### src/sorted_key_index_table_macros.svh
// Assertion helpers for the sorted key/index table.
// Both forms sample on clk_i and are disabled while rst_ni is low.
`ifndef SORTED_KEY_INDEX_TABLE_MACROS_SVH
`define SORTED_KEY_INDEX_TABLE_MACROS_SVH
`ifndef SYNTHESIS
// Check that a property holds at every clock edge.
`define SKIT_ASSERT(lbl, prop, msg) \
  lbl: assert property (@(posedge clk_i) disable iff (!rst_ni) (prop)) else $error(msg);
// Check that a condition never holds at any clock edge.
`define SKIT_NEVER(lbl, cond, msg) \
  lbl: assert property (@(posedge clk_i) disable iff (!rst_ni) !(cond)) else $error(msg);
`else
`define SKIT_ASSERT(lbl, prop, msg)
`define SKIT_NEVER(lbl, cond, msg)
`endif
`endif

### src/skit_pkg.sv
package skit_pkg;

  // Table geometry
  localparam int TABLE_DEPTH = 256;
  localparam int POS_W       = $clog2(TABLE_DEPTH);
  localparam int CNT_W       = $clog2(TABLE_DEPTH + 1);

  // Reduction tree: cells per first-level group
  localparam int GROUP_SIZE  = 16;
  localparam int GROUP_COUNT = (TABLE_DEPTH + GROUP_SIZE - 1) / GROUP_SIZE;

  // Field widths
  localparam int FUNC_W = 2;
  localparam int KEY_W  = 64;
  localparam int IDX_W  = 32;
  localparam int IN_W   = 96;
  localparam int OUT_W  = 40;

  // Operation codes carried on the input tuser
  typedef enum logic [FUNC_W-1:0] {
    FUNC_ADD    = 2'd0,
    FUNC_GET    = 2'd1,
    FUNC_REMOVE = 2'd2
  } func_e;

  // Commands broadcast to every cell
  typedef enum logic [2:0] {
    CMD_NONE   = 3'd0,
    CMD_CMP    = 3'd1,
    CMD_FILL   = 3'd2,
    CMD_INSERT = 3'd3,
    CMD_CLEAR  = 3'd4
  } cmd_e;

  // Broadcast from the sequencer to the cell row
  typedef struct packed {
    cmd_e             op;
    logic [KEY_W-1:0] key;
    logic [IDX_W-1:0] idx;
    logic [CNT_W-1:0] count;
    logic [POS_W-1:0] sel;
  } cmd_t;

  // Handed from one cell to its right-hand neighbour (eq also to its left-hand one)
  typedef struct packed {
    logic [KEY_W-1:0] key;
    logic [IDX_W-1:0] idx;
    logic             eq;
    logic             after;
  } link_t;

  // Per-cell contribution, OR-reduced over the row
  typedef struct packed {
    logic             any_eq;
    logic             dead;
    logic [POS_W-1:0] first_pos;
    logic [POS_W-1:0] last_pos;
    logic [IDX_W-1:0] rd_idx;
  } sum_t;

endpackage

### src/skit_cell.sv
module skit_cell (
  input  logic                    clk_i,
  input  logic                    rst_ni,
  input  logic [skit_pkg::POS_W-1:0] pos_i,
  input  skit_pkg::cmd_t          cmd_i,
  input  skit_pkg::link_t         left_i,
  input  logic                    right_eq_i,
  output skit_pkg::link_t         link_o,
  output skit_pkg::sum_t          contrib_o
);
  import skit_pkg::*;

  logic [KEY_W-1:0] key_q, key_d;
  logic [IDX_W-1:0] idx_q, idx_d;
  logic             gt_q, gt_d;
  logic             eq_q, eq_d;
  logic             live;
  logic             after;
  logic             slot;
  logic             sel_hit;

  // Position lies below the entry count
  assign live    = CNT_W'(pos_i) < cmd_i.count;
  assign after   = !live || gt_q;
  assign slot    = after && !left_i.after;
  assign sel_hit = pos_i == cmd_i.sel;

  // Compare the broadcast key against the stored key
  assign gt_d = live && ($signed(key_q) > $signed(cmd_i.key));
  assign eq_d = live && (key_q == cmd_i.key);

  always_ff @(posedge clk_i or negedge rst_ni) begin
    if (!rst_ni) begin
      gt_q <= 1'b0;
      eq_q <= 1'b0;
    end else if (cmd_i.op == CMD_CMP) begin
      gt_q <= gt_d;
      eq_q <= eq_d;
    end
  end

  // Fill a dead slot, shift up on insert, clear on remove
  always_comb begin
    key_d = key_q;
    idx_d = idx_q;
    unique case (cmd_i.op)
      CMD_FILL: begin
        if (slot) begin
          key_d = cmd_i.key;
          idx_d = cmd_i.idx;
        end
      end
      CMD_INSERT: begin
        if (after) begin
          if (left_i.after) begin
            key_d = left_i.key;
            idx_d = left_i.idx;
          end else begin
            key_d = cmd_i.key;
            idx_d = cmd_i.idx;
          end
        end
      end
      CMD_CLEAR: begin
        if (sel_hit) begin
          idx_d = '0;
        end
      end
      default: begin
      end
    endcase
  end

  always_ff @(posedge clk_i) begin
    key_q <= key_d;
    idx_q <= idx_d;
  end

  // Hand contents and flags to the right-hand neighbour, and eq to the left-hand one
  assign link_o.key   = key_q;
  assign link_o.idx   = idx_q;
  assign link_o.eq    = eq_q;
  assign link_o.after = after;

  // Mark the edges of the equal run, the dead insertion slot and the read
  assign contrib_o.any_eq    = eq_q;
  assign contrib_o.dead      = slot && live && (idx_q == '0);
  assign contrib_o.first_pos = (eq_q && !left_i.eq) ? pos_i : '0;
  assign contrib_o.last_pos  = (eq_q && !right_eq_i) ? pos_i : '0;
  assign contrib_o.rd_idx    = sel_hit ? idx_q : '0;

endmodule

### config.mk
export PLATFORM = sky130hd
export DESIGN_NAME = skit_cell
export DESIGN_NICKNAME = d
export VERILOG_FILES = /design/src/sorted_key_index_table_macros.svh /design/src/skit_pkg.sv /design/src/skit_cell.sv
export SDC_FILE = /design/constraint.sdc
export NUM_CORES = 1
export LEC_CHECK = 0
export BUFFER_PORTS_ARGS = -buffer_cell sky130_fd_sc_hd__clkbuf_2
export CORE_AREA = 2 2 146 148
export CTS_BUF_LIST = sky130_fd_sc_hd__clkbuf_2 sky130_fd_sc_hd__clkbuf_4 sky130_fd_sc_hd__clkbuf_8
export CTS_CLUSTER_DIAMETER = 60
export CTS_CLUSTER_SIZE = 25
export DETAILED_ROUTE_END_ITERATION = 10
export DIE_AREA = 0 0 148 150
export SYNTH_ARGS = -nofsm -noshare
export SYNTH_HDL_FRONTEND = slang
export SYNTH_SLANG_ARGS = --single-unit
### constraint.sdc
create_clock -name clk_i -period 3.8 [get_ports clk_i]
set_input_delay 0.76 -clock clk_i [delete_from_list [all_inputs] [get_ports clk_i]]
set_output_delay 0.76 -clock clk_i [all_outputs]
set_load 0.03 [all_outputs]
# ---- Yosys cells after proc, flatten, opt, wreduce, memory -nomap -nowiden
# Index checks and enable logic that the tools add are counted.
dict set report word_totals {
  reg_bits 98
  latchBits 0
  mem_bits_rw 0
  romBits 0
  in_bits 225
  output_inout_bits 148
  word_cells 44
  n_memories 0
}
dict set report op_classes {
  add_sub_neg 0
  n_mul 0
  n_div 0
  order_cmp 2
  eq_ne 9
  shifts 0
  muxes 12
  bitwise_logic 0
  n_reduce_logical 17
}
# operator n
set op_table {}
lappend op_table {{$mux 64} 3}
lappend op_table {{$mux 32} 5}
lappend op_table {{$pmux 64 s2} 1}
lappend op_table {{$pmux 32 s3} 1}
lappend op_table {{$eq 64x64->1} 1}
lappend op_table {{$gt 64x64->1} 1}
lappend op_table {{$logic_not 32->1} 1}
lappend op_table {{$mux 8} 2}
lappend op_table {{$lt 8x9->1} 1}
lappend op_table {{$eq 8x8->1} 1}
lappend op_table {{$logic_and 1x1->1} 7}
lappend op_table {{$eq 3x2->1 const B} 2}
lappend op_table {{$ne 2x2->1 const B} 3}
lappend op_table {{$logic_not 1->1} 4}
lappend op_table {{$reduce_and 4->1} 1}
lappend op_table {{$eq 3x1->1 const B} 1}
lappend op_table {{$eq 3x3->1 const B} 1}
lappend op_table {{$reduce_and 3->1} 1}
lappend op_table {{$reduce_bool 3->1} 1}
lappend op_table {{$reduce_bool 2->1} 1}
lappend op_table {{$logic_or 1x1->1} 1}

# ---- Longest topological paths before layout
# Gate-level depths: netlist (run 1).
dict set report depth {
  depth_word 6
  depth_mapped 9
  ltp_nobuf 9
}

# ---- Worst setup path before layout (run 1)
# No wires, ideal clock.
dict set report synth_path {
  kind {in2reg}
  start {input cmd_i[9] (netlist name)}
  end {register idx_q[0] (enable)}
  setup_ns 0.377
  arrival_ns 3.538
  t_required_ns 3.423
  setup_slack_ns -0.115
  cell_stages 8
  n_path_buf 0
  path_cell_list {inv_1 ha_1 a21boi_0 o21ai_0 a21o_1 a211oi_1 o221a_2 a31o_2}
}
dict set report synth_via {
  elab_chain_cells 6
  word_cells_on_any_way 7
  cone_classes {1 x order compare; 2 x eq/ne; 4 x reduce/logical}
}
# element line_no
set synth_rtl {}
lappend synth_rtl {{start: declaration} skit_cell.sv:5} ;# input skit_pkg::cmd_t cmd_i,
lappend synth_rtl {{$lt 8x9->1 *} skit_cell.sv:23} ;# assign live = CNT_W'(pos_i) < cmd_i.count;
lappend synth_rtl {{$logic_not 1->1 *} skit_cell.sv:24} ;# assign after = !live || gt_q;
lappend synth_rtl {{$logic_or 1x1->1 *} skit_cell.sv:24}
lappend synth_rtl {{$logic_and 1x1->1} skit_cell.sv:25} ;# assign slot = after && !left_i.after;
lappend synth_rtl {{$ne 2x2->1 (no line)} n/a}
lappend synth_rtl {{$reduce_and 4->1 (no line) *} n/a}
lappend synth_rtl {{end signal: assignment} skit_cell.sv:76} ;# idx_q <= idx_d;
lappend synth_rtl {{end: declaration} skit_cell.sv:14} ;# logic [IDX_W-1:0] idx_q, idx_d;
# Every way passes the cells marked *; elsewhere a longest branch is shown, timed or not.
# A chain may end at the register's enable or synchronous reset.

==> results.yml, run 1 <==
synth:
  synth_seq_cells: 98
  yosysTopAreaCell: "edfxtp_1"
  synth_top_area_share_pct: 45.90
  seq_area_frac_synth_pct: 46.69
  yosysWarnings: 0
  syn_inst: 633
  synth.avg_cell_area_um2: 9.923
  yosysUniqueCellTypes: 45
  synth_area_um2: 6281
  synth_area_leaders: "edfxtp_1 (46%), ha_1 (14%), o21ai_0 (5.7%)"
  syn_nets: 929
grt:
  grt_pass1_vias: 5673
  use_met3_pct: 4.665
  use_met2_pct: 30.32
  grt_max_degree: 79
  use_met1_pct: 23.25
  grt_use_total_pct: 18.05
  busiest_layer: "met2"
  antenna_found_initial: 0
  grt_overflow: 0
  grt_pass1_wl_mm: 30.76
drt:
  drtIter0Drc: 223
  routedWlPerCell_um: 16.31
  drt_wl_total_mm: 20.82
  dr_total_vias: 5925
  drcViolationCount: 0
  drtPass1Iterations: 4
  antenna_left: 0
  vias_per_cell: 4.643
timing:
  fin_crit_ns: 3.216
  report.final.hold_viol_count: 0
  finalMaxSlewViolations: 0
  rsz0062_at_grt: "no"
  finalSetupViolCount: 0
  skew_ns: 0.01227
  fmax_mhz: 310.9
  slew_headroom_pct: 45.74
  finalSetupTns_ns: 0
  period_share_pct: 84.64
  tightestPinTransition_ns: 0.8064
die:
  row_count: 53
  dieArea_um2: 22200
  placeableCoreArea_um2: 20690
  io_pins: 373
  die_y_um: 150
  start_util_pct: 30.36
  dieWidth_um: 148
placement:
  dpl_cell_area_um2: 8468
  gp_congestion: 0.8235
  place_hpwl_mm: 17.30
  io_buffers: 372
clocking:
  cts_setup_buffers: 0
  cts_tree: "yes"
  clk_latency_ns: 0.39
  max-clock-path-buffers: 2
  hold_buffers: 0
  clockRootBuffer: "clkbuf_8"
  path_clk_slew_ns: 0.10
  htree_num_levels: 3
  cts_buffers: 9
  clock_sinks: 98
  ctsResizeCount: 0
worst_setup_path:
  cp.arrival_ns: 2.46
  worstSetupStartpointType: "input pin"
  cp-end-kind: "output port"
  cp.required_ns: 3.04
  critPathMaxFanout: 5
  critical_path_class: "input pin to output port"
cells_and_area:
  num_antenna_cells: 0
  final_area_um2: 8653
  drive_gt1_share_pct: 40.56
  seqCellArea_um2: 2933
  utilization_pct: 41.82
  layout_commonest_cell: "clkbuf_2"
  fillers: 2116
  synthToLayoutAreaGrowth_pct: 37.77
  multi_input_area_um2: 2963
  nets: 1292
  final_cell_mix: "clkbuf_2 (372), edfxtp_1 (96), nand2_1 (87), inv_1 (77)"
power_and_ir_drop:
  p_seq_share_pct: 51.2
  powerDensity_nw_per_um2: 291.3
  pwr-share-comb_pct: 22.4
  p_sw_share_pct: 31.08
  vdd_drop_max_v: 0.0001560
  p_int_mw: 1.737
  power.total_mw: 2.521
  power.switching_mw: 0.7835
  p_leak_nw: 4.290
  pwr-share-clk_pct: 26.4
flow_run:
  maxCapViolCount: 0
min_path:
  hold_path.class: "input pin to asynchronous set/reset pin"
outcome:
  status: "finished clean"
==> final timing paths <==
| check | end | cells past startpoint | from | slack (ns) |
|---|---|---|---|---|
| worst max-delay path | contrib_o[48] | 8 | pos_i[5] | 0.58 |
| worst min-delay path | eq_q | 1 | rst_ni | 0.15 |
| worst max register to register | gt_q | 8 | key_q[14] | 0.79 |
| worst min register to register | eq_q | 2 | eq_q | 0.61 |
| max in group asynchronous | gt_q | 1 | rst_ni | 3.55 |
| min in group clk_i | eq_q | 2 | eq_q | 0.61 |
==> cell type report <==
class	count	share of cell area, %
Clock buffer	9	1.431
Clock inverter	7	0.7085
Inverter	77	3.340
Multi-Input combinational cell	431	34.24
Sequential cell	98	33.89
Tap cell	275	3.976
Timing Repair Buffer	379	22.41
==> metal layers <==
layer	routed length [um]	vias to the layer above
li1	-	2993
met1	9057	2692
met2	10140	223
met3	1349	17
met4	272	0
met5	0	-
==> cell families (layout without fill, tap and decap cells) <==
family	after synthesis	count (layout)	share of synthesized area, %
DFF	98	98	46.69
xor gates and xnor gates	9	9	1.255
adders and majority gates	71	71	14.14
and+or+nand+nor	191	191	15.24
muxes	1	1	0.1793
buffers and inverters	104	472	6.414
AOI/OAI and AO/OA	159	159	16.08
==> critical path, stage by stage <==
cell	delay (ns)
clkbuf_2	0.13
ha_1	0.32
a21o_1	0.18
a211oi_1	0.26
a211oi_1	0.11
buf_4	0.18
nor4_1	0.27
clkbuf_2	0.26
==> synth_stat cells (all sizes together) <==
cell / count
buf: 6
clkbuf: 21
ha: 71
a31oi: 1
a31o: 1
nand3: 5
a21oi: 31
o211ai: 2
o221ai: 1
or2: 1
o2111ai: 1
and3: 1
a21o: 5
nor4: 12
a2bb2oi: 1
nor2: 11
and2: 49
o41ai: 1
nor4b: 1
a211oi: 3
o21ai: 73
o31ai: 1
mux2: 1
o21a: 1
a22o: 32
and4: 2
dfrtp: 2
nand4: 16
o221a: 1
a221oi: 3
nor2b: 3
nand2: 87
nand2b: 1
a21boi: 1
xnor2: 9
inv: 77
nor3: 1
nand3b: 1
edfxtp: 96
==> metrics by stage <==
step,std cells,hold WS [ns],setup WS (ns)
detailed placement,1260,0.5534,0.4300
global placement,1260,0.5526,0.3821
global route,1276,0.1175,0.4289
CTS,1276,0.1177,0.5769
finish,1276,0.1514,0.5838
floorplan,633,0.4644,0.2195
==> flip-flops by register name, indices dropped and copies added, names as in the netlist <==
register,count
key_q,64
idx_q,32
eq_q,1
gt_q,1
==> power by group through the flow <==
stage / Clock, mW / Combinational, mW / Sequential (mW)
global route: 0.736 / 0.628 / 1.30
floorplan: 0 / 0.240 / 1.39
CTS: 0.694 / 0.573 / 1.29
finish: 0.666 / 0.564 / 1.29
global placement: 0 / 0.566 / 1.32
detailed placement: 0 / 0.571 / 1.31
(Power assumes the default switching activity.)
==> run 2: changes to the inputs <==
==> constraint.sdc (replaced) <==
create_clock -name clk_i -period 2.85 [get_ports clk_i]
set_input_delay 0.57 -clock clk_i [delete_from_list [all_inputs] [get_ports clk_i]]
set_output_delay 0.57 -clock clk_i [all_outputs]
set_load 0.03 [all_outputs]
==> run 2 against run 1 <==
Net effect:
- global-route usage grew 0.13 points
- non-clock buffer count rose by 11
- largest power group unchanged
- cell count grew 0.86%
- cell area is 1.9% higher
- combinational power rose by 38%
- setup slack worse by 0.46 ns
- critical endpoint unchanged
- total power grew 37%
- wire length rose by 1.6%
- register-to-register slack worse by 0.50 ns
==> results.yml, run 2 (same netlist as run 1, synthesis figures left out) <==
timing:
  tightestPinTransition_ns: 0.5658
  fin_crit_ns: 2.725
  finalMaxSlewViolations: 0
  report.final.hold_viol_count: 0
  skew_ns: 0.01772
  finalSetupViolCount: 0
  holdWs_ns: 0.4631
  fmax_mhz: 367.0
  slew_headroom_pct: 62.20
  period_share_pct: 95.61
cells_and_area:
  utilization_pct: 42.60
  synthToLayoutAreaGrowth_pct: 40.32
  fin_cells: 1287
  fillers: 2105
  drive_gt1_share_pct: 41.30
  top_regs: "key_q: 64 flops, idx_q: 32 flops"
  layout_commonest_cell: "clkbuf_2"
  nets: 1303
  largest_register_ffs: 64
  num_antenna_cells: 0
  largest_register: "key_q"
  final_cell_mix: "clkbuf_2 (371), edfxtp_1 (96), nand2_1 (87), inv_1 (77), ha_1 (71)"
grt:
  grt_pass1_wl_mm: 31.05
  antenna_found_initial: 0
  grt_pass1_vias: 5716
  grt_max_degree: 84
  grt_overflow: 0
  grt_use_total_pct: 18.17
clocking:
  clock_sinks: 98
  max-clock-path-buffers: 2
  clockRootBuffer: "clkbuf_8"
  clk_latency_ns: 0.38
  htree_num_levels: 3
  cts_setup_buffers: 0
  cts_tree: "yes"
  path_clk_slew_ns: 0.11
  cts_buffers: 9
outcome:
  status: "finished clean"
drt:
  drcViolationCount: 0
  drtIter0Drc: 271
  antenna_left: 0
  drtPass1Iterations: 4
  routedWlPerCell_um: 16.43
  vias_per_cell: 4.680
  dr_total_vias: 6023
  drt_wl_total_mm: 21.15
placement:
  gp_congestion: 0.8463
  dp_cells: 1270
  io_buffers: 372
  place_hpwl_mm: 17.45
power_and_ir_drop:
  powerDensity_nw_per_um2: 392.2
  p_leak_nw: 4.366
  vdd_drop_max_v: 0.0002610
die:
  start_util_pct: 30.36
  dieArea_um2: 22200
  die_y_um: 150
  dieWidth_um: 148
  row_count: 53
  io_pins: 373
  placeableCoreArea_um2: 20690
worst_setup_path:
  critical_path_class: "input pin to output port"
  worst_path_max_delay_cell: "ha_1"
  r2r_slack_ns: 0.29
  cpPeakStageDelay_ns: 0.31
  cp-end-kind: "output port"
  path_buf_inv: 3
  worstSetupStartpointType: "input pin"
  cp.arrival_ns: 2.15
  critPathMaxFanout: 4
  crit_chain: "clkbuf_2 -> ha_1 -> a21o_1 -> a211oi_2 -> a211oi_2 -> buf_4 -> nor4_1 -> buf_4"
  cp.required_ns: 2.28
  critical_path.top_delay_family: "compound AO/OA/AOI/OAI gates"
min_path:
  hold_path.class: "input pin to register"
flow_run:
  maxCapViolCount: 0
run 2: changes by cell type in the layout (fill, tap and decap cells not counted), sizes merged:
cell	delta
inv	-1
clkinvlp	+1
clkbuf	-1
clkinv	-1
dlygate4sd3	+1
bufinv	+1
buf	+11
run 2: tightest hold or removal path: cells and delay by family:
family	cells	cell delay [ns]
AO/OA/AOI/OAI	1	0.06
buffers and inverters	1	0.07
AND/OR/NAND/NOR	1	0.03
run 2: area by class of cell:
| type | count | area (um^2) | area share [%] |
|---|---|---|---|
| clock buffers | 9 | 123.9 | 1.405 |
| clock inverters | 7 | 77.57 | 0.8802 |
| inverters | 77 | 289.0 | 3.279 |
| multi-input cells | 431 | 2982 | 33.83 |
| flip-flops and latches | 98 | 2933 | 33.28 |
| well taps | 275 | 344.1 | 3.904 |
| repair buffers | 390 | 2064 | 23.42 |
run 2: power breakdown:
part           switching [mW]  internal [mW]
Sequential             0.0468           1.67
Combinational           0.450          0.331
Clock                   0.543          0.414
run 2: repair_timing:
item	4_1_cts	5_1_grt
resized for setup	0	4
setup endpoints to repair	0	2
hold buffers	1	0
hold endpoints to repair	2	0
run 2: worst paths after layout:
| path | start | to | depth (start not counted) |
|---|---|---|---|
| min | left_i[66] | key_q[32] | 3 |
| max reg2reg | key_q[55] | gt_q | 9 |
| min in group asynchronous | rst_ni | gt_q | 2 |
| max | pos_i[5] | contrib_o[48] | 8 |
| max in group asynchronous | rst_ni | eq_q | 2 |
| min reg2reg | eq_q | eq_q | 2 |
run 2: per-stage QoR:
step	setup WS [ns]	power, mW	TNS [ns]	cell area (um^2)
2_1_floorplan	-0.1881	2.172	-5.519	6304
3_3_place_gp	0.05068	2.526	0	8594
3_5_place_dp	0.006842	2.531	0	8594
4_1_cts	0.0002012	3.509	0	8806
5_1_grt	-0.01589	3.630	-0.01589	8813
6_report	0.1251	3.457	0	8813
run 2: metal layers:
| metal | vias up | global-route usage, % | wire [um] |
|---|---|---|---|
| li1 | 3010 | - | - |
| met1 | 2735 | 23.28 | 8952 |
| met2 | 259 | 30.83 | 10350 |
| met3 | 19 | 4.634 | 1557 |
| met4 | 0 | 4.333 | 288 |
| met5 | - | 0 | 0 |
